**src/sv/lps_pkg.sv**
```systemverilog
package lps_pkg;

	// Operation codes of a command transaction.
	typedef enum logic [1:0] {
		OP_TICK        = 2'd0,
		OP_SET_PATTERN = 2'd1,
		OP_SET_MODE    = 2'd2,
		OP_PULSE       = 2'd3
	} op_t;

	// Mode presets.
	localparam logic [2:0] MODE_OFF   = 3'd0;
	localparam logic [2:0] MODE_ON    = 3'd1;
	localparam logic [2:0] MODE_BLINK = 3'd2;
	localparam logic [2:0] MODE_SLOW  = 3'd3;
	localparam logic [2:0] MODE_FAST  = 3'd4;
	localparam logic [2:0] MODE_FLASH = 3'd5;

	// Configuration port.
	localparam int CFG_IDX_W  = 2;
	localparam int CFG_DATA_W = 16;
	localparam logic [CFG_IDX_W-1:0] CFG_SLOT_INTERVAL = 2'd0;
	localparam logic [CFG_IDX_W-1:0] CFG_IDLE_LEVEL    = 2'd1;

	// Reset values.
	localparam logic [15:0] SLOT_INTERVAL_RESET = 16'd100;
	localparam logic [15:0] SLOT_COUNT_RESET    = 16'd100;

	typedef struct packed {
		op_t         op;
		logic [31:0] pattern_word;
		logic [2:0]  mode;
		logic [15:0] duration;
	} cmd_t;

	typedef struct packed {
		logic led_pin;
		logic pulse_busy;
	} res_t;

	// 32-bit preset word for a mode; unknown modes are off.
	function automatic logic [31:0] preset_word(input logic [2:0] mode);
		logic [31:0] w;
		unique case (mode)
			MODE_ON:    w = 32'hffff_ffff;
			MODE_BLINK: w = 32'hf0f0_f0f0;
			MODE_SLOW:  w = 32'hffff_0000;
			MODE_FAST:  w = 32'haaaa_aaaa;
			MODE_FLASH: w = 32'h8000_0000;
			default:    w = 32'h0000_0000;
		endcase
		return w;
	endfunction

endpackage

```
**src/sv/lps_cmd_if.sv**
```systemverilog
interface lps_cmd_if;
	logic             valid;
	logic             ready;
	lps_pkg::op_t     op;
	logic [31:0]      pattern_word;
	logic [2:0]       mode;
	logic [15:0]      duration;

	modport source (output valid, op, pattern_word, mode, duration, input ready);
	modport sink (input valid, op, pattern_word, mode, duration, output ready);
endinterface

```
**src/sv/lps_res_if.sv**
```systemverilog
interface lps_res_if;
	logic valid;
	logic ready;
	logic led_pin;
	logic pulse_busy;

	modport source (output valid, led_pin, pulse_busy, input ready);
	modport sink (input valid, led_pin, pulse_busy, output ready);
endinterface

```
**src/sv/lps_in_stage.sv**
```systemverilog
module lps_in_stage (
	input  logic          clk,
	input  logic          arst_n,
	input  logic          cmd_valid,
	input  lps_pkg::cmd_t cmd_data,
	output logic          cmd_ready,
	input  logic          advance,
	output logic          valid_s1,
	output lps_pkg::cmd_t cmd_s1
);

	// The stage takes a new transaction when empty or when its item moves on.
	assign cmd_ready = !valid_s1 || advance;

	// Valid flag of the input register.
	always_ff @(posedge clk or negedge arst_n) begin
		if (!arst_n) begin
			valid_s1 <= 1'b0;
		end else if (cmd_ready) begin
			valid_s1 <= cmd_valid;
		end
	end

	// Payload of the input register.
	always_ff @(posedge clk) begin
		if (cmd_ready && cmd_valid) begin
			cmd_s1 <= cmd_data;
		end
	end

endmodule

```
**src/sv/lps_engine.sv**
```systemverilog
module lps_engine #(
	parameter int PATTERN_BITS     = 32,
	parameter int PULSE_SLOT_TICKS = 100
) (
	input  logic                             clk,
	input  logic                             arst_n,
	input  logic                             cfg_we,
	input  logic [lps_pkg::CFG_IDX_W-1:0]    cfg_index,
	input  logic [lps_pkg::CFG_DATA_W-1:0]   cfg_data,
	input  logic                             valid_s1,
	input  lps_pkg::cmd_t                    cmd_s1,
	output logic                             advance,
	output logic                             res_valid,
	input  logic                             res_ready,
	output lps_pkg::res_t                    res_data
);

	localparam logic [PATTERN_BITS-1:0] TOP_BIT = {1'b1, {(PATTERN_BITS-1){1'b0}}};
	localparam logic [15:0] PULSE_SLOT = 16'(PULSE_SLOT_TICKS);

	logic [15:0]             slot_interval_q;
	logic                    idle_level_q;
	logic [PATTERN_BITS-1:0] pattern_q;
	logic [PATTERN_BITS-1:0] selector_q;
	logic [15:0]             slot_count_q;
	logic [15:0]             pulse_count_q;
	logic                    pulse_on_q;
	logic                    pin_q;

	logic [PATTERN_BITS-1:0] pattern_d;
	logic [PATTERN_BITS-1:0] selector_d;
	logic [15:0]             slot_count_d;
	logic [15:0]             pulse_count_d;
	logic                    pulse_on_d;
	logic                    pin_d;

	logic [PATTERN_BITS+31:0] preset_wide;
	logic [PATTERN_BITS+31:0] word_wide;
	logic [PATTERN_BITS-1:0]  new_pattern;
	logic [PATTERN_BITS-1:0]  cur_sel;
	logic [15:0]              pulse_dec;
	logic [15:0]              slot_dec;
	logic                     process;

	// An item is processed when the result register is free or being emptied.
	assign advance = !res_valid || res_ready;
	assign process = valid_s1 && advance;

	// Presets are aligned to the top of the pattern; direct words keep their low bits.
	assign preset_wide = {lps_pkg::preset_word(cmd_s1.mode), {PATTERN_BITS{1'b0}}};
	assign word_wide   = {{PATTERN_BITS{1'b0}}, cmd_s1.pattern_word};
	assign new_pattern = (cmd_s1.op == lps_pkg::OP_SET_MODE) ?
		preset_wide[PATTERN_BITS+31:32] : word_wide[PATTERN_BITS-1:0];

	assign pulse_dec = (pulse_count_q != 16'd0) ? pulse_count_q - 16'd1 : pulse_count_q;
	assign slot_dec  = (slot_count_q != 16'd0) ? slot_count_q - 16'd1 : slot_count_q;
	assign cur_sel   = (selector_q == '0) ? TOP_BIT : selector_q;

	// Next state for one command.
	always_comb begin
		pattern_d     = pattern_q;
		selector_d    = selector_q;
		slot_count_d  = slot_count_q;
		pulse_count_d = pulse_count_q;
		pulse_on_d    = pulse_on_q;
		pin_d         = pin_q;
		unique case (cmd_s1.op)
			lps_pkg::OP_TICK: begin
				// Pulse expiry comes before the slot step.
				if (pulse_on_q) begin
					pulse_count_d = pulse_dec;
					if (pulse_dec == 16'd0) begin
						pin_d      = idle_level_q;
						pulse_on_d = 1'b0;
					end
				end
				slot_count_d = slot_dec;
				if (slot_dec == 16'd0) begin
					if (pulse_on_d) begin
						slot_count_d = PULSE_SLOT;
					end else begin
						pin_d        = (|(pattern_q & cur_sel)) ? !idle_level_q : idle_level_q;
						selector_d   = cur_sel >> 1;
						slot_count_d = (slot_interval_q == 16'd0) ? 16'd1 : slot_interval_q;
					end
				end
			end
			lps_pkg::OP_SET_PATTERN, lps_pkg::OP_SET_MODE: begin
				// A different pattern restarts the walk at the top bit.
				if (new_pattern != pattern_q) begin
					pattern_d  = new_pattern;
					selector_d = '0;
				end
			end
			lps_pkg::OP_PULSE: begin
				if (!pulse_on_q) begin
					pin_d      = !idle_level_q;
					pulse_on_d = 1'b1;
				end
				pulse_count_d = (cmd_s1.duration == 16'd0) ? 16'd1 : cmd_s1.duration;
			end
			default: begin
			end
		endcase
	end

	// Configuration registers.
	always_ff @(posedge clk or negedge arst_n) begin
		if (!arst_n) begin
			slot_interval_q <= lps_pkg::SLOT_INTERVAL_RESET;
			idle_level_q    <= 1'b0;
		end else if (cfg_we) begin
			if (cfg_index == lps_pkg::CFG_SLOT_INTERVAL) begin
				slot_interval_q <= cfg_data;
			end else if (cfg_index == lps_pkg::CFG_IDLE_LEVEL) begin
				idle_level_q <= cfg_data[0];
			end
		end
	end

	// Sequencer state.
	always_ff @(posedge clk or negedge arst_n) begin
		if (!arst_n) begin
			pattern_q     <= '0;
			selector_q    <= '0;
			slot_count_q  <= lps_pkg::SLOT_COUNT_RESET;
			pulse_count_q <= 16'd0;
			pulse_on_q    <= 1'b0;
			pin_q         <= 1'b0;
		end else if (process) begin
			pattern_q     <= pattern_d;
			selector_q    <= selector_d;
			slot_count_q  <= slot_count_d;
			pulse_count_q <= pulse_count_d;
			pulse_on_q    <= pulse_on_d;
			pin_q         <= pin_d;
		end
	end

	// Result register valid flag.
	always_ff @(posedge clk or negedge arst_n) begin
		if (!arst_n) begin
			res_valid <= 1'b0;
		end else if (advance) begin
			res_valid <= valid_s1;
		end
	end

	// Result register payload.
	always_ff @(posedge clk) begin
		if (process) begin
			res_data.led_pin    <= pin_d;
			res_data.pulse_busy <= pulse_on_d;
		end
	end

endmodule

```
**src/sv/led_pattern_sequencer.sv**
```systemverilog
// LED pattern sequencer.
// Commands arrive on the cmd channel (valid/ready); each accepted transaction
// is a tick, a new pattern, a mode preset or a pulse start. Every command gives
// exactly one result transaction on the res channel carrying the LED pin level
// and the pulse-busy flag after that command.
// Configuration: cfg_we with cfg_index 0 writes the slot interval, index 1 the
// idle level; other indices are ignored. Write only while the block is idle.
// A command passes the input register, then the result register, before its
// result is presented; the state update is a single pass of logic between the
// two registers. Throughput is one command per cycle while the receiver takes
// results.
// When the receiver stalls, the result register holds its transaction and the
// input register takes one more command; cmd.ready then drops until res moves.
// Reset (arst_n low) clears the pattern, stops any pulse, sets the slot
// countdown and interval to 100 and the idle level and pin to low.
module led_pattern_sequencer #(
	parameter int PATTERN_BITS     = 32,
	parameter int PULSE_SLOT_TICKS = 100
) (
	input  logic                           clk,
	input  logic                           arst_n,
	input  logic                           cfg_we,
	input  logic [lps_pkg::CFG_IDX_W-1:0]  cfg_index,
	input  logic [lps_pkg::CFG_DATA_W-1:0] cfg_data,
	lps_cmd_if.sink                        cmd,
	lps_res_if.source                      res
);

	lps_pkg::cmd_t cmd_data;
	lps_pkg::cmd_t cmd_s1;
	lps_pkg::res_t res_data;
	logic          valid_s1;
	logic          advance;

	// Gather the command payload.
	assign cmd_data.op           = cmd.op;
	assign cmd_data.pattern_word = cmd.pattern_word;
	assign cmd_data.mode         = cmd.mode;
	assign cmd_data.duration     = cmd.duration;

	lps_in_stage u_in_stage (
		.clk       (clk),
		.arst_n    (arst_n),
		.cmd_valid (cmd.valid),
		.cmd_data  (cmd_data),
		.cmd_ready (cmd.ready),
		.advance   (advance),
		.valid_s1  (valid_s1),
		.cmd_s1    (cmd_s1)
	);

	lps_engine #(
		.PATTERN_BITS     (PATTERN_BITS),
		.PULSE_SLOT_TICKS (PULSE_SLOT_TICKS)
	) u_engine (
		.clk       (clk),
		.arst_n    (arst_n),
		.cfg_we    (cfg_we),
		.cfg_index (cfg_index),
		.cfg_data  (cfg_data),
		.valid_s1  (valid_s1),
		.cmd_s1    (cmd_s1),
		.advance   (advance),
		.res_valid (res.valid),
		.res_ready (res.ready),
		.res_data  (res_data)
	);

	// Drive the result payload.
	assign res.led_pin    = res_data.led_pin;
	assign res.pulse_busy = res_data.pulse_busy;

endmodule

```
**src/flat_wrapper.sv**
```systemverilog
// flat-port wrapper written by rule: the top's interface ports become plain ports
module led_pattern_sequencer_flat 
#(
	parameter int PATTERN_BITS     = 32,
	parameter int PULSE_SLOT_TICKS = 100
)
  (clk, arst_n, cfg_we, cfg_index, cfg_data, cmd_valid, cmd_op, cmd_pattern_word, cmd_mode, cmd_duration, cmd_ready, res_valid, res_led_pin, res_pulse_busy, res_ready);
  lps_cmd_if cmd_i ();
  lps_res_if res_i ();
  input  logic clk;
  input  logic arst_n;
  input  logic cfg_we;
  input  logic [lps_pkg::CFG_IDX_W-1:0] cfg_index;
  input  logic [lps_pkg::CFG_DATA_W-1:0] cfg_data;
  input wire logic [$bits(cmd_i.valid)-1:0] cmd_valid;
  input wire logic [$bits(cmd_i.op)-1:0] cmd_op;
  input wire logic [$bits(cmd_i.pattern_word)-1:0] cmd_pattern_word;
  input wire logic [$bits(cmd_i.mode)-1:0] cmd_mode;
  input wire logic [$bits(cmd_i.duration)-1:0] cmd_duration;
  output wire logic [$bits(cmd_i.ready)-1:0] cmd_ready;
  output wire logic [$bits(res_i.valid)-1:0] res_valid;
  output wire logic [$bits(res_i.led_pin)-1:0] res_led_pin;
  output wire logic [$bits(res_i.pulse_busy)-1:0] res_pulse_busy;
  input wire logic [$bits(res_i.ready)-1:0] res_ready;
  assign cmd_i.valid = cmd_valid;
  assign cmd_i.op = cmd_op;
  assign cmd_i.pattern_word = cmd_pattern_word;
  assign cmd_i.mode = cmd_mode;
  assign cmd_i.duration = cmd_duration;
  assign cmd_ready = cmd_i.ready;
  assign res_valid = res_i.valid;
  assign res_led_pin = res_i.led_pin;
  assign res_pulse_busy = res_i.pulse_busy;
  assign res_i.ready = res_ready;
  led_pattern_sequencer #(.PATTERN_BITS(PATTERN_BITS), .PULSE_SLOT_TICKS(PULSE_SLOT_TICKS)) u_core (.clk(clk), .arst_n(arst_n), .cfg_we(cfg_we), .cfg_index(cfg_index), .cfg_data(cfg_data), .cmd(cmd_i), .res(res_i));
endmodule
```
**config.mk**
```make
export PLATFORM = sky130hd
export DESIGN_NAME = led_pattern_sequencer_flat
export DESIGN_NICKNAME = d
export VERILOG_FILES = /design/src/sv/lps_pkg.sv /design/src/sv/lps_cmd_if.sv /design/src/sv/lps_res_if.sv /design/src/sv/lps_in_stage.sv /design/src/sv/lps_engine.sv /design/src/sv/led_pattern_sequencer.sv /design/src/flat_wrapper.sv
export SDC_FILE = /design/constraint.sdc
export NUM_CORES = 1
export LEC_CHECK = 0
export BUFFER_PORTS_ARGS = -buffer_cell sky130_fd_sc_hd__buf_2
export CORE_UTILIZATION = 35
export CTS_BUF_LIST = sky130_fd_sc_hd__clkbuf_8 sky130_fd_sc_hd__clkbuf_16
export DETAILED_ROUTE_END_ITERATION = 7
export MAX_ROUTING_LAYER = met4
export PLACE_DENSITY = 0.6
export SLEW_MARGIN = 25
export SYNTH_ARGS = -nofsm -noshare
export SYNTH_HDL_FRONTEND = slang
export SYNTH_SLANG_ARGS = --single-unit
```
**constraint.sdc**
```tcl
create_clock -name clk -period 6.1 [get_ports clk]
set_clock_uncertainty 0.1 [all_clocks]
set_input_delay 0.305 -clock clk [delete_from_list [all_inputs] [get_ports clk]]
set_output_delay 0.305 -clock clk [all_outputs]
set_load 0.05 [all_outputs]
```
==> metrics.txt, run 1 <==
worst-skew pair later-pin latency=0.44 ns; path category of the worst min-delay check=input port to register; setup slack on the worst flop-to-flop path=approximately 1.7 ns; Syn. warnings=0; Hold Slack=0.007285 ns; number of global-route vias before repair=6592; global-route wire length before repair=35080 µm; fraction of layout cells with a size suffix above 1=18.81%; pin slew with the least headroom to its limit=0.9832 ns; slew margin rel.=34.38%; GRT Residual Overflow=0; crit share post-route=72.12%; required time at the endpoint of the critical path=6.36 ns; final slew viol count=0; setup slack of the critical path after layout=1.701 ns; Seq cells post-synth=171; Setup CP Type=register to register; RSZ-0062 raised after global routing=false; count of boundary I/O pins=80; distinct cell type count after synthesis=74; cell at the root of the clock tree=clkbuf_16; via count=about 7000; total wire length after detailed routing=between 20000 and 25000 µm; Setup violations, final=0; post-synthesis sequential area ratio=52.15%; initial core utilization=between 30% and 40%; crit end category=register; largest buffer count on any clock path=2; largest net degree at the start of global routing=74; number of iterations in the first detailed-routing pass=5; # Post-CTS Setup Buffers=0; Antenna Diode Count=0; summed negative setup slack over all endpoints=0 ns; final number of hold-violating endpoints=0; post-synthesis async set-or-reset flop share=67.84%; DRC violation total after the first TritonRoute iteration=498; synth top area cells=dfrtp_1 31%, edfxtp_1 19%, mux2_2 4.9%; die width=160.1 µm; peak fanout along the critical path=31; mean cell area of the mapped netlist=10.76 µm²; Vert. Die Dim=160.1 µm; worst setup path end=u_core.u_engine.selector_q[10]; signed area change from the synthesized netlist to the final layout=21.51%; number of cell instances on the worst register-to-register path=10; peak supply drop=165.5 µV; average wire per standard cell=16.46 µm; global-route usage over all layers=about 18%; number of instances in the synthesized netlist=813; commonest cells after routing, fill and taps aside=110 x dfrtp_1, 78 x buf_2, 75 x o21ai_0, 68 x dlygate4sd3_1, 55 x edfxtp_1; crit path time final=4.399 ns; DP Wirelength=14240 µm; die area=25630 µm²; share of the synthesized area in the top cell type=a little under a third; launch point of the worst path=u_core.u_engine.slot_count_q[0]; largest area contributor in the synthesized netlist=dfrtp_1; CTS sink cnt=between 150 and 200; H-tree depth reported by CTS=4; CTS Buf Count=17; global placement routability congestion=0.8867; Data arrival, critical path=around 4.7 ns; syn nets=between 800 and 900; Remaining DRCs=0; number of antenna violations at the first check in global routing=0; leakage=4.350 nW; antenna viol nets, final=0; placeable core region=24390 µm²; Post-CTS Hold Fix Bufs=66; leading cell type in the layout, fill and taps excluded=dfrtp_1; number of max-cap violations=0; vias per inst=~5.4; Critical Path Start Type=register; TritonCTS clock tree=built; row cnt=57; Synth Flop Type=dfrtp_1; number of buffers inserted by port buffering=79; Max Clock Freq=roughly 230 MHz; Post-Syn Area=8747 µm²; EDFF count, synth=55; CTS clock-pin slew for the worst setup and hold paths=0.07 ns; launch instance of the worst register-to-register path=u_core.u_engine.slot_count_q[0]; count of instances resized after the clock tree is built=0; minimum setup slack after placement=about 1.8 ns; worst reg2reg path endpoint=u_core.u_engine.selector_q[10]; total power per unit cell area=between 300 and 400 nW/µm²; Total Nets Final=1026; outcome=completed
[where the power goes]
group	total (mW)	internal, mW	switching [mW]	leakage [nW]
combinational	0.976	0.444	0.532	2.08
clock	1.08	0.585	0.495	0.285
sequential	1.70	1.41	0.292	1.99
total	3.76	2.44	1.32	4.35
[layout make-up]
| cell class | instances | area, µm² |
|---|---|---|
| fill | 2304 | 13760 |
| sequential | 171 | 4562 |
| multi-input combinational | 555 | 3785 |
| timing repair buffer | 153 | 1127 |
| clock buffer | 18 | 439.2 |
| tap | 324 | 405.4 |
| inverter | 46 | 172.7 |
| clock inverter | 14 | 137.6 |
[state kept, by name, summed over array words and instances, names as in the netlist, 2 cells and up]
register                         cells
u_core.u_in_stage.cmd_s1            53
u_core.u_engine.pattern_q           32
u_core.u_engine.selector_q          31
u_core.u_engine.pulse_count_q       16
u_core.u_engine.slot_count_q        16
u_core.u_engine.slot_interval_q     16
u_core.u_engine.res_data             2
[layer usage]
layer,wire length (µm),track usage (%)
met1,10400,24.75
met2,9579,25.89
met3,813,3.091
met4,301,4.935
met5,0,-
[Yosys cell counts (7+ instances only)]
library cell and number:
a21oi_1 36, a22o_1 36, a22oi_1 17, a31oi_1 11, a32oi_1 7, buf_2 8
clkbuf_1 23, dfrtp_1 110, edfxtp_1 55, inv_1 46, mux2_2 38, mux2i_1 18
nand2_1 44, nand2b_1 12, nand3_1 8, nand4_1 12, nor2_1 43, nor2b_1 11
nor3_1 25, nor4_1 29, o21ai_0 75, o31ai_1 12, or3_1 11, xnor2_1 19
[through the flow]
stage	power (mW)	cell area, µm²	std cells	utilization, %
after floorplan	2.377	8747	813	-
after global placement	2.637	9366	1181	38.40
after detailed placement	2.642	9366	1181	38.40
after CTS	3.759	10600	1279	43.47
after global routing	3.976	10630	1281	43.58
final	3.757	10630	1281	43.58
[cells by family after synthesis]
logic type | Yosys count | synth area share [%]
buffers and inverters | 87 | 4.749
adder cells (fa/ha/maj) | 6 | 0.8582
AO/OA/AOI/OAI | 239 | 18.32
AND/OR/NAND/NOR | 229 | 14.46
multiplexers | 56 | 6.952
flip-flops | 171 | 52.15
XOR/XNOR | 25 | 2.503
[critical path, stage by stage (launching register included)]
cell and delay, ns:
dfrtp_1 0.44, inv_1 0.08, ha_1 0.31, or4b_4 0.54
nor3_2 0.27, a211oi_1 0.12, or4_4 0.56, nor4_4 0.56
and2_1 0.61, and3_4 0.53, a22o_1 0.18
[how the worst min path moves through the flow]
| stage | start | end | slack (ns) | cells after the start |
|---|---|---|---|---|
| final | cfg_data[11] | u_core.u_engine.slot_interval_q[11] | 0.007 | 2 |
| after global routing | cfg_data[11] | u_core.u_engine.slot_interval_q[11] | 0.009 | 2 |
| after CTS | cfg_data[1] | u_core.u_engine.slot_interval_q[1] | 0.00003 | 2 |
| after detailed placement | arst_n | u_core.u_engine.pattern_q[5] | 0.26 | 1 |
| after global placement | arst_n | u_core.u_engine.pattern_q[5] | 0.26 | 1 |
| after floorplan | arst_n | u_core.u_engine.idle_level_q | -0.09 | 0 |
Note: power is estimated with default switching activity, not from simulation.
==> run 2: changes to the inputs <==
--- a/config.mk
+++ b/config.mk
@@ -10,7 +10,7 @@
 export CTS_BUF_LIST = sky130_fd_sc_hd__clkbuf_8 sky130_fd_sc_hd__clkbuf_16
 export DETAILED_ROUTE_END_ITERATION = 7
 export MAX_ROUTING_LAYER = met4
-export PLACE_DENSITY = 0.6
+export PLACE_DENSITY = 0.62
 export SLEW_MARGIN = 25
 export SYNTH_ARGS = -nofsm -noshare
 export SYNTH_HDL_FRONTEND = slang
==> constraint.sdc (replaced) <==
create_clock -name clk -period 3.7 [get_ports clk]
set_clock_uncertainty 0.1 [all_clocks]
set_input_delay 0.185 -clock clk [delete_from_list [all_inputs] [get_ports clk]]
set_output_delay 0.185 -clock clk [all_outputs]
set_load 0.05 [all_outputs]
==> metrics.txt, run 2 (synthesis gave the netlist of run 1 again) <==
outcome=completed (unchanged); count of boundary I/O pins=80 (unchanged); Total Nets Final=1048 (was 1026); total wire length after detailed routing=21090 µm (unchanged); row cnt=57 (unchanged); CTS Buf Count=17 (unchanged); fraction of layout cells with a size suffix above 1=20.22% (was 18.81%); peak supply drop=311.6 µV (was 165.5 µV); die area=25630 µm² (unchanged); GRT Residual Overflow=0 (unchanged); antenna viol nets, final=0 (unchanged); Vert. Die Dim=160.1 µm (unchanged); number of buffers inserted by port buffering=79 (unchanged); CTS clock-pin slew for the worst setup and hold paths=0.07 ns (about the same); required time at the endpoint of the critical path=3.91 ns (was 6.36 ns); crit path time final=3.516 ns (was 4.399 ns); global placement routability congestion=0.9166 (was 0.8867); Remaining DRCs=0 (unchanged); global-route usage over all layers=17.53% (was 17.58%); H-tree depth reported by CTS=4 (unchanged); leakage=4.467 nW (was 4.350 nW); path category of the worst min-delay check=input port to register (unchanged); largest buffer count on any clock path=2 (unchanged); Critical Path Start Type=register (unchanged); total power per unit cell area=581.4 nW/µm² (was 353.5 nW/µm²); CTS sink cnt=171 (unchanged); register containing the most flip-flops in the final layout=u_core.u_in_stage.cmd_s1 (unchanged); commonest cells after routing, fill and taps aside=110 x dfrtp_1, 78 x buf_2, 75 x o21ai_0, 73 x dlygate4sd3_1, 55 x edfxtp_1 (was 110 x dfrtp_1, 78 x buf_2, 75 x o21ai_0, 68 x dlygate4sd3_1, 55 x edfxtp_1); final slew viol count=0 (unchanged); DRC violation total after the first TritonRoute iteration=500 (was 498); Antenna Diode Count=0 (unchanged); Setup violations, final=0 (unchanged); via count=7011 (was 6950); cell at the root of the clock tree=clkbuf_16 (unchanged); number of iterations in the first detailed-routing pass=5 (unchanged); number of global-route vias before repair=6752 (was 6592); Max Clock Freq=284.5 MHz (was 227.3 MHz); placeable core region=24390 µm² (unchanged); RSZ-0062 raised after global routing=false (unchanged); number of antenna violations at the first check in global routing=0 (unchanged); Data arrival, critical path=3.72 ns (was 4.66 ns); instance count after placement with tap cells included=1197 (was 1181); largest net degree at the start of global routing=62 (was 74); average wire per standard cell=16.19 µm (was 16.46 µm); signed area change from the synthesized netlist to the final layout=24.05% (was 21.51%); leading cell type in the layout, fill and taps excluded=dfrtp_1 (unchanged); peak fanout along the critical path=31 (unchanged); global-route wire length before repair=35150 µm (was 35080 µm); summed negative setup slack over all endpoints=0 ns (unchanged); final number of hold-violating endpoints=0 (unchanged); die width=160.1 µm (unchanged); Largest register FFs=53 (unchanged); slew margin rel.=41.54% (was 34.38%); number of max-cap violations=0 (unchanged); initial core utilization=35.86% (unchanged); fin cells=1303 (was 1281); Setup CP Type=register to register (unchanged); crit share post-route=95.01% (was 72.12%); DP Wirelength=14160 µm (was 14240 µm); crit end category=register (unchanged); vias per inst=5.381 (was 5.425); biggest registers after layout=u_core.u_in_stage.cmd_s1: 53 flops, u_core.u_engine.pattern_q: 32 flops, u_core.u_engine.selector_q: 31 flops (unchanged); TritonCTS clock tree=built (unchanged); worst-skew pair later-pin latency=0.43 ns (was 0.44 ns); pin slew with the least headroom to its limit=0.8654 ns (was 0.9832 ns)
run 2: changes by cell type in the layout (fill, tap and decap cells not counted), sizes merged:
cell,delta
dlygate4sd3,+5
clkinv,-1
clkinvlp,+1
bufinv,+1
clkbuf,-1
buf,+17
run 2: timing repair:
| action | in CTS | in global routing |
|---|---|---|
| setup endpoints to repair | 0 | 31 |
| hold buffers | 73 | 0 |
| setup buffers | 0 | 1 |
| gates resized for setup | 0 | 1 |
| endpoints found under the hold margin | 126 | 0 |
run 2: power breakdown:
group | leakage, nW | switching (mW) | internal (mW)
clock | 0.289 | 0.808 | 1.02
combinational | 2.19 | 0.898 | 0.784
sequential | 1.99 | 0.476 | 2.32
total | 4.47 | 2.18 | 4.13
run 2: worst paths after layout:
check,cells past startpoint,to,startpoint,slack [ns]
min in group asynchronous,2,u_core.u_engine.slot_interval_q[10],arst_n,0.30
min,3,u_core.u_engine.idle_level_q,cfg_we,0.02
max in group asynchronous,3,u_core.u_engine.selector_q[28],arst_n,2.40
max reg2reg,11,u_core.u_engine.selector_q[30],u_core.u_engine.slot_count_q[1],0.18
min reg2reg,1,u_core.u_engine.res_valid,u_core.u_in_stage.valid_s1,0.40
max,11,u_core.u_engine.selector_q[30],u_core.u_engine.slot_count_q[1],0.18
run 2: metrics by stage:
| stage | cell area, µm² | setup WS, ns | power [mW] | utilization, % | hold WS, ns |
|---|---|---|---|---|---|
| 2_1_floorplan | 8747 | 0.2328 | 3.920 | - | -0.2106 |
| 3_3_place_gp | 9507 | 0.2254 | 4.397 | 38.98 | 0.2439 |
| 3_5_place_dp | 9507 | 0.1926 | 4.409 | 38.98 | 0.2460 |
| 4_1_cts | 10840 | 0.1655 | 6.310 | 44.43 | 0.01159 |
| 5_1_grt | 10850 | 0.009469 | 6.671 | 44.49 | 0.01634 |
| 6_report | 10850 | 0.1845 | 6.309 | 44.49 | 0.02382 |
run 2: worst max-delay path: stages (launching register included):
cell and delay (ns):
dfrtp_1 0.40, inv_1 0.08, ha_1 0.15, or4b_4 0.51, nor4_2 0.19, mux2_2 0.38, or3_1 0.36, nor4_4 0.37
and3_1 0.24, o221ai_2 0.10, buf_4 0.24, a22o_1 0.27
run 2: area by class of cell:
cell class / instances / area [µm²]
Timing Repair Buffer: 175 / 1326
Fill cell: 2281 / 13540
Multi-Input combinational cell: 555 / 3785
Sequential cell: 171 / 4562
Clock buffer: 17 / 425.4
Tap cell: 324 / 405.4
Inverter: 46 / 172.7
Clock inverter: 15 / 173.9
run 2: metal layers:
metal	vias up	track usage, %	part of all wire, %
met4	0	5.022	1.7
met2	201	26.36	46
met1	3412	24.15	49
li1	3373	-	-
met3	25	3.091	4.0
met5	-	-	0
==> run 3: changes to the inputs <==
--- a/config.mk
+++ b/config.mk
@@ -9,6 +9,7 @@
 export CORE_UTILIZATION = 35
 export CTS_BUF_LIST = sky130_fd_sc_hd__clkbuf_8 sky130_fd_sc_hd__clkbuf_16
 export DETAILED_ROUTE_END_ITERATION = 7
+export GPL_TIMING_DRIVEN = 0
 export MAX_ROUTING_LAYER = met4
 export PLACE_DENSITY = 0.62
 export SLEW_MARGIN = 25
==> metrics.txt, run 3 (synthesis gave the netlist of run 1 again) <==
Max Clock Freq=276.2 MHz (was 284.5 MHz); total met2 wirelength after detailed routing=10640 µm (was 9622 µm); Setup CP Type=register to register (unchanged); CTS sink cnt=171 (unchanged); number of buffers inserted by port buffering=79 (unchanged); number of global-route vias before repair=7040 (was 6752); final slew viol count=0 (unchanged); number of antenna violations at the first check in global routing=0 (unchanged); minimum setup slack after placement=-1.006 ns (was 0.1926 ns); leakage=4.592 nW (was 4.467 nW); CTS clock-pin slew for the worst setup and hold paths=0.07 ns (about the same); signed area change from the synthesized netlist to the final layout=28.06% (was 24.05%); summed negative setup slack over all endpoints=0 ns (unchanged); number of iterations in the first detailed-routing pass=5 (unchanged); average wire per standard cell=16.91 µm (was 16.19 µm); number of max-cap violations=0 (unchanged); global-route usage over all layers=18.41% (was 17.53%); antenna viol nets, final=0 (unchanged); required time at the endpoint of the critical path=3.90 ns (was 3.91 ns); Switching Fraction=35.40% (was 34.59%); fraction of layout cells with a size suffix above 1=22.17% (was 20.22%); instance area at placement=9600 µm² (was 9507 µm²); biggest registers after layout=u_core.u_in_stage.cmd_s1: 53 flops, u_core.u_engine.pattern_q: 32 flops, u_core.u_engine.selector_q: 31 flops (unchanged); pin slew with the least headroom to its limit=0.7765 ns (was 0.8654 ns); outcome=completed (unchanged); H-tree depth reported by CTS=4 (unchanged); DP Wirelength=15650 µm (was 14160 µm); register containing the most flip-flops in the final layout=u_core.u_in_stage.cmd_s1 (unchanged); Remaining DRCs=0 (unchanged); row cnt=57 (unchanged); slew margin rel.=46.89% (was 41.54%); cell at the root of the clock tree=clkbuf_16 (unchanged); Vert. Die Dim=160.1 µm (unchanged); Setup violations, final=0 (unchanged); die area=25630 µm² (unchanged); count of boundary I/O pins=80 (unchanged); routed metal-1 wire length=10540 µm (was 10270 µm); metal3 WL=1052 µm (was 845 µm); placeable core region=24390 µm² (unchanged); leading cell type in the layout, fill and taps excluded=dfrtp_1 (unchanged); global placement routability congestion=0.9018 (was 0.9166); crit share post-route=97.85% (was 95.01%); critical path's largest stage delay=0.52 ns (was 0.51 ns); peak supply drop=331.1 µV (was 311.6 µV); Critical Path Start Type=register (unchanged); commonest cells after routing, fill and taps aside=109 x dfrtp_1, 82 x buf_2, 75 x o21ai_0, 73 x dlygate4sd3_1, 55 x edfxtp_1 (was 110 x dfrtp_1, 78 x buf_2, 75 x o21ai_0, 73 x dlygate4sd3_1, 55 x edfxtp_1); share of the core filled with cells=45.93% (was 44.49%); Int Pwr=4.124 mW (was 4.127 mW); Antenna Diode Count=0 (unchanged); Largest register FFs=53 (unchanged); TritonCTS clock tree=built (unchanged); via count=7267 (was 7011); global-route wire length before repair=36710 µm (was 35150 µm); Hold Slack=0.03764 ns (was 0.02382 ns); part of the power in the clock network=26.9% (was 29.0%); instance count after placement with tap cells included=1218 (was 1197); Buf+Inv Stages, Crit Path=3 (was 2); die width=160.1 µm (unchanged); total power per unit cell area=569.9 nW/µm² (was 581.4 nW/µm²); fin cells=1339 (was 1303); setup slack of the critical path after layout=0.07938 ns (was 0.1845 ns); critical path cell sequence=inv_2 -> ha_4 -> buf_6 -> or4b_4 -> nor3_4 -> a211oi_2 -> or4_4 -> nor4_4 -> and3_4 -> o221ai_4 -> buf_6 -> a22o_1 (was inv_1 -> ha_1 -> or4b_4 -> nor4_2 -> mux2_2 -> or3_1 -> nor4_4 -> and3_1 -> o221ai_2 -> buf_4 -> a22o_1); most frequent CP cell=buf_6; overall power of the completed layout=6.385 mW (was 6.309 mW); slowest cell on the critical path=or4b_4 (unchanged); path category of the worst min-delay check=input port to register (unchanged); CTS Buf Count=17 (unchanged); share of power burned in registers=43.5% (was 44.4%); largest buffer count on any clock path=2 (unchanged); total non-filler cell area in the finished layout=11200 µm² (was 10850 µm²); largest net degree at the start of global routing=70 (was 62); crit-path leading delay family=simple AND/OR/NAND/NOR gates (unchanged); portion of total power attributed to combinational logic=29.5% (was 26.7%); initial core utilization=35.86% (unchanged); worst-skew pair later-pin latency=0.43 ns (about the same); Switch Pwr=2.260 mW (was 2.182 mW); total wire length after detailed routing=22640 µm (was 21090 µm); final number of hold-violating endpoints=0 (unchanged); crit path time final=3.621 ns (was 3.516 ns); Total Nets Final=1084 (was 1048); GRT Residual Overflow=0 (unchanged); peak fanout along the critical path=7 (was 31); vias per inst=5.427 (was 5.381); crit end category=register (unchanged); Data arrival, critical path=3.82 ns (was 3.72 ns); highest layer used for signal routing=met4 (unchanged); DRC violation total after the first TritonRoute iteration=482 (was 500)
-- run 3: cell types whose count changed in the layout (fill, tap and decap cells not counted), moves of 3 or more --
cell	before	now
buf_6	0	10
buf_2	78	82
buf_4	22	17
clkbuf_4	0	3
clkbuf_1	0	18
-- run 3: area by class of cell --
type / count / area, µm²
buffer: 40 / 289.0
multi-input combinational: 555 / 3896
inverter: 46 / 172.7
fill: 2289 / 13190
clock buffer: 17 / 425.4
timing repair buffer: 171 / 1310
sequential: 171 / 4563
tap: 324 / 405.4
clock inverter: 15 / 140.1
-- run 3: power groups by stage --
stage	logic (mW)	clock network, mW	registers, mW
after detailed placement	1.65	0	2.78
after CTS	1.76	1.76	2.75
final	1.89	1.72	2.78
after floorplan	1.28	0	2.64
after global placement	1.65	0	2.78
after global routing	2.09	1.84	2.82
-- run 3: metal layers --
layer,global-route usage [%],vias to the layer above
li1,-,3454
met1,24.26,3526
met2,28.89,248
met3,3.065,39
met4,5.844,0
met5,-,-
-- run 3: what timing repair did --
| action | 4_1_cts | 5_1_grt |
|---|---|---|
| gates resized for setup | 17 | 36 |
| hold endpoints to repair | 180 | 0 |
| pin swaps | 3 | 9 |
| endpoints found under the setup margin | 80 | 72 |
| gates cloned | 0 | 3 |
| hold buffers | 73 | 0 |
| setup buffers | 5 | 9 |
-- run 3: path summary, 6_finish.rpt --
path	from	endpoint	slack [ns]	depth (start not counted)
min in group asynchronous	arst_n	u_core.u_engine.slot_interval_q[1]	0.16	2
min reg2reg	u_core.u_in_stage.valid_s1	u_core.u_engine.res_valid	0.40	1
max	u_core.u_engine.slot_count_q[0]	u_core.u_engine.selector_q[29]	0.08	12
max in group asynchronous	arst_n	u_core.u_engine.selector_q[30]	2.65	3
min	cfg_we	u_core.u_engine.idle_level_q	0.04	3
max reg2reg	u_core.u_engine.slot_count_q[0]	u_core.u_engine.selector_q[29]	0.08	12
-- run 3: worst register-to-register path: cells and delay by family, from the launching register on --
family          cells  cell delay, ns
simple gates        5            1.96
compound gates      3            0.50
fa+ha+maj           1            0.13
buf+inv             3            0.37
flops               1            0.44
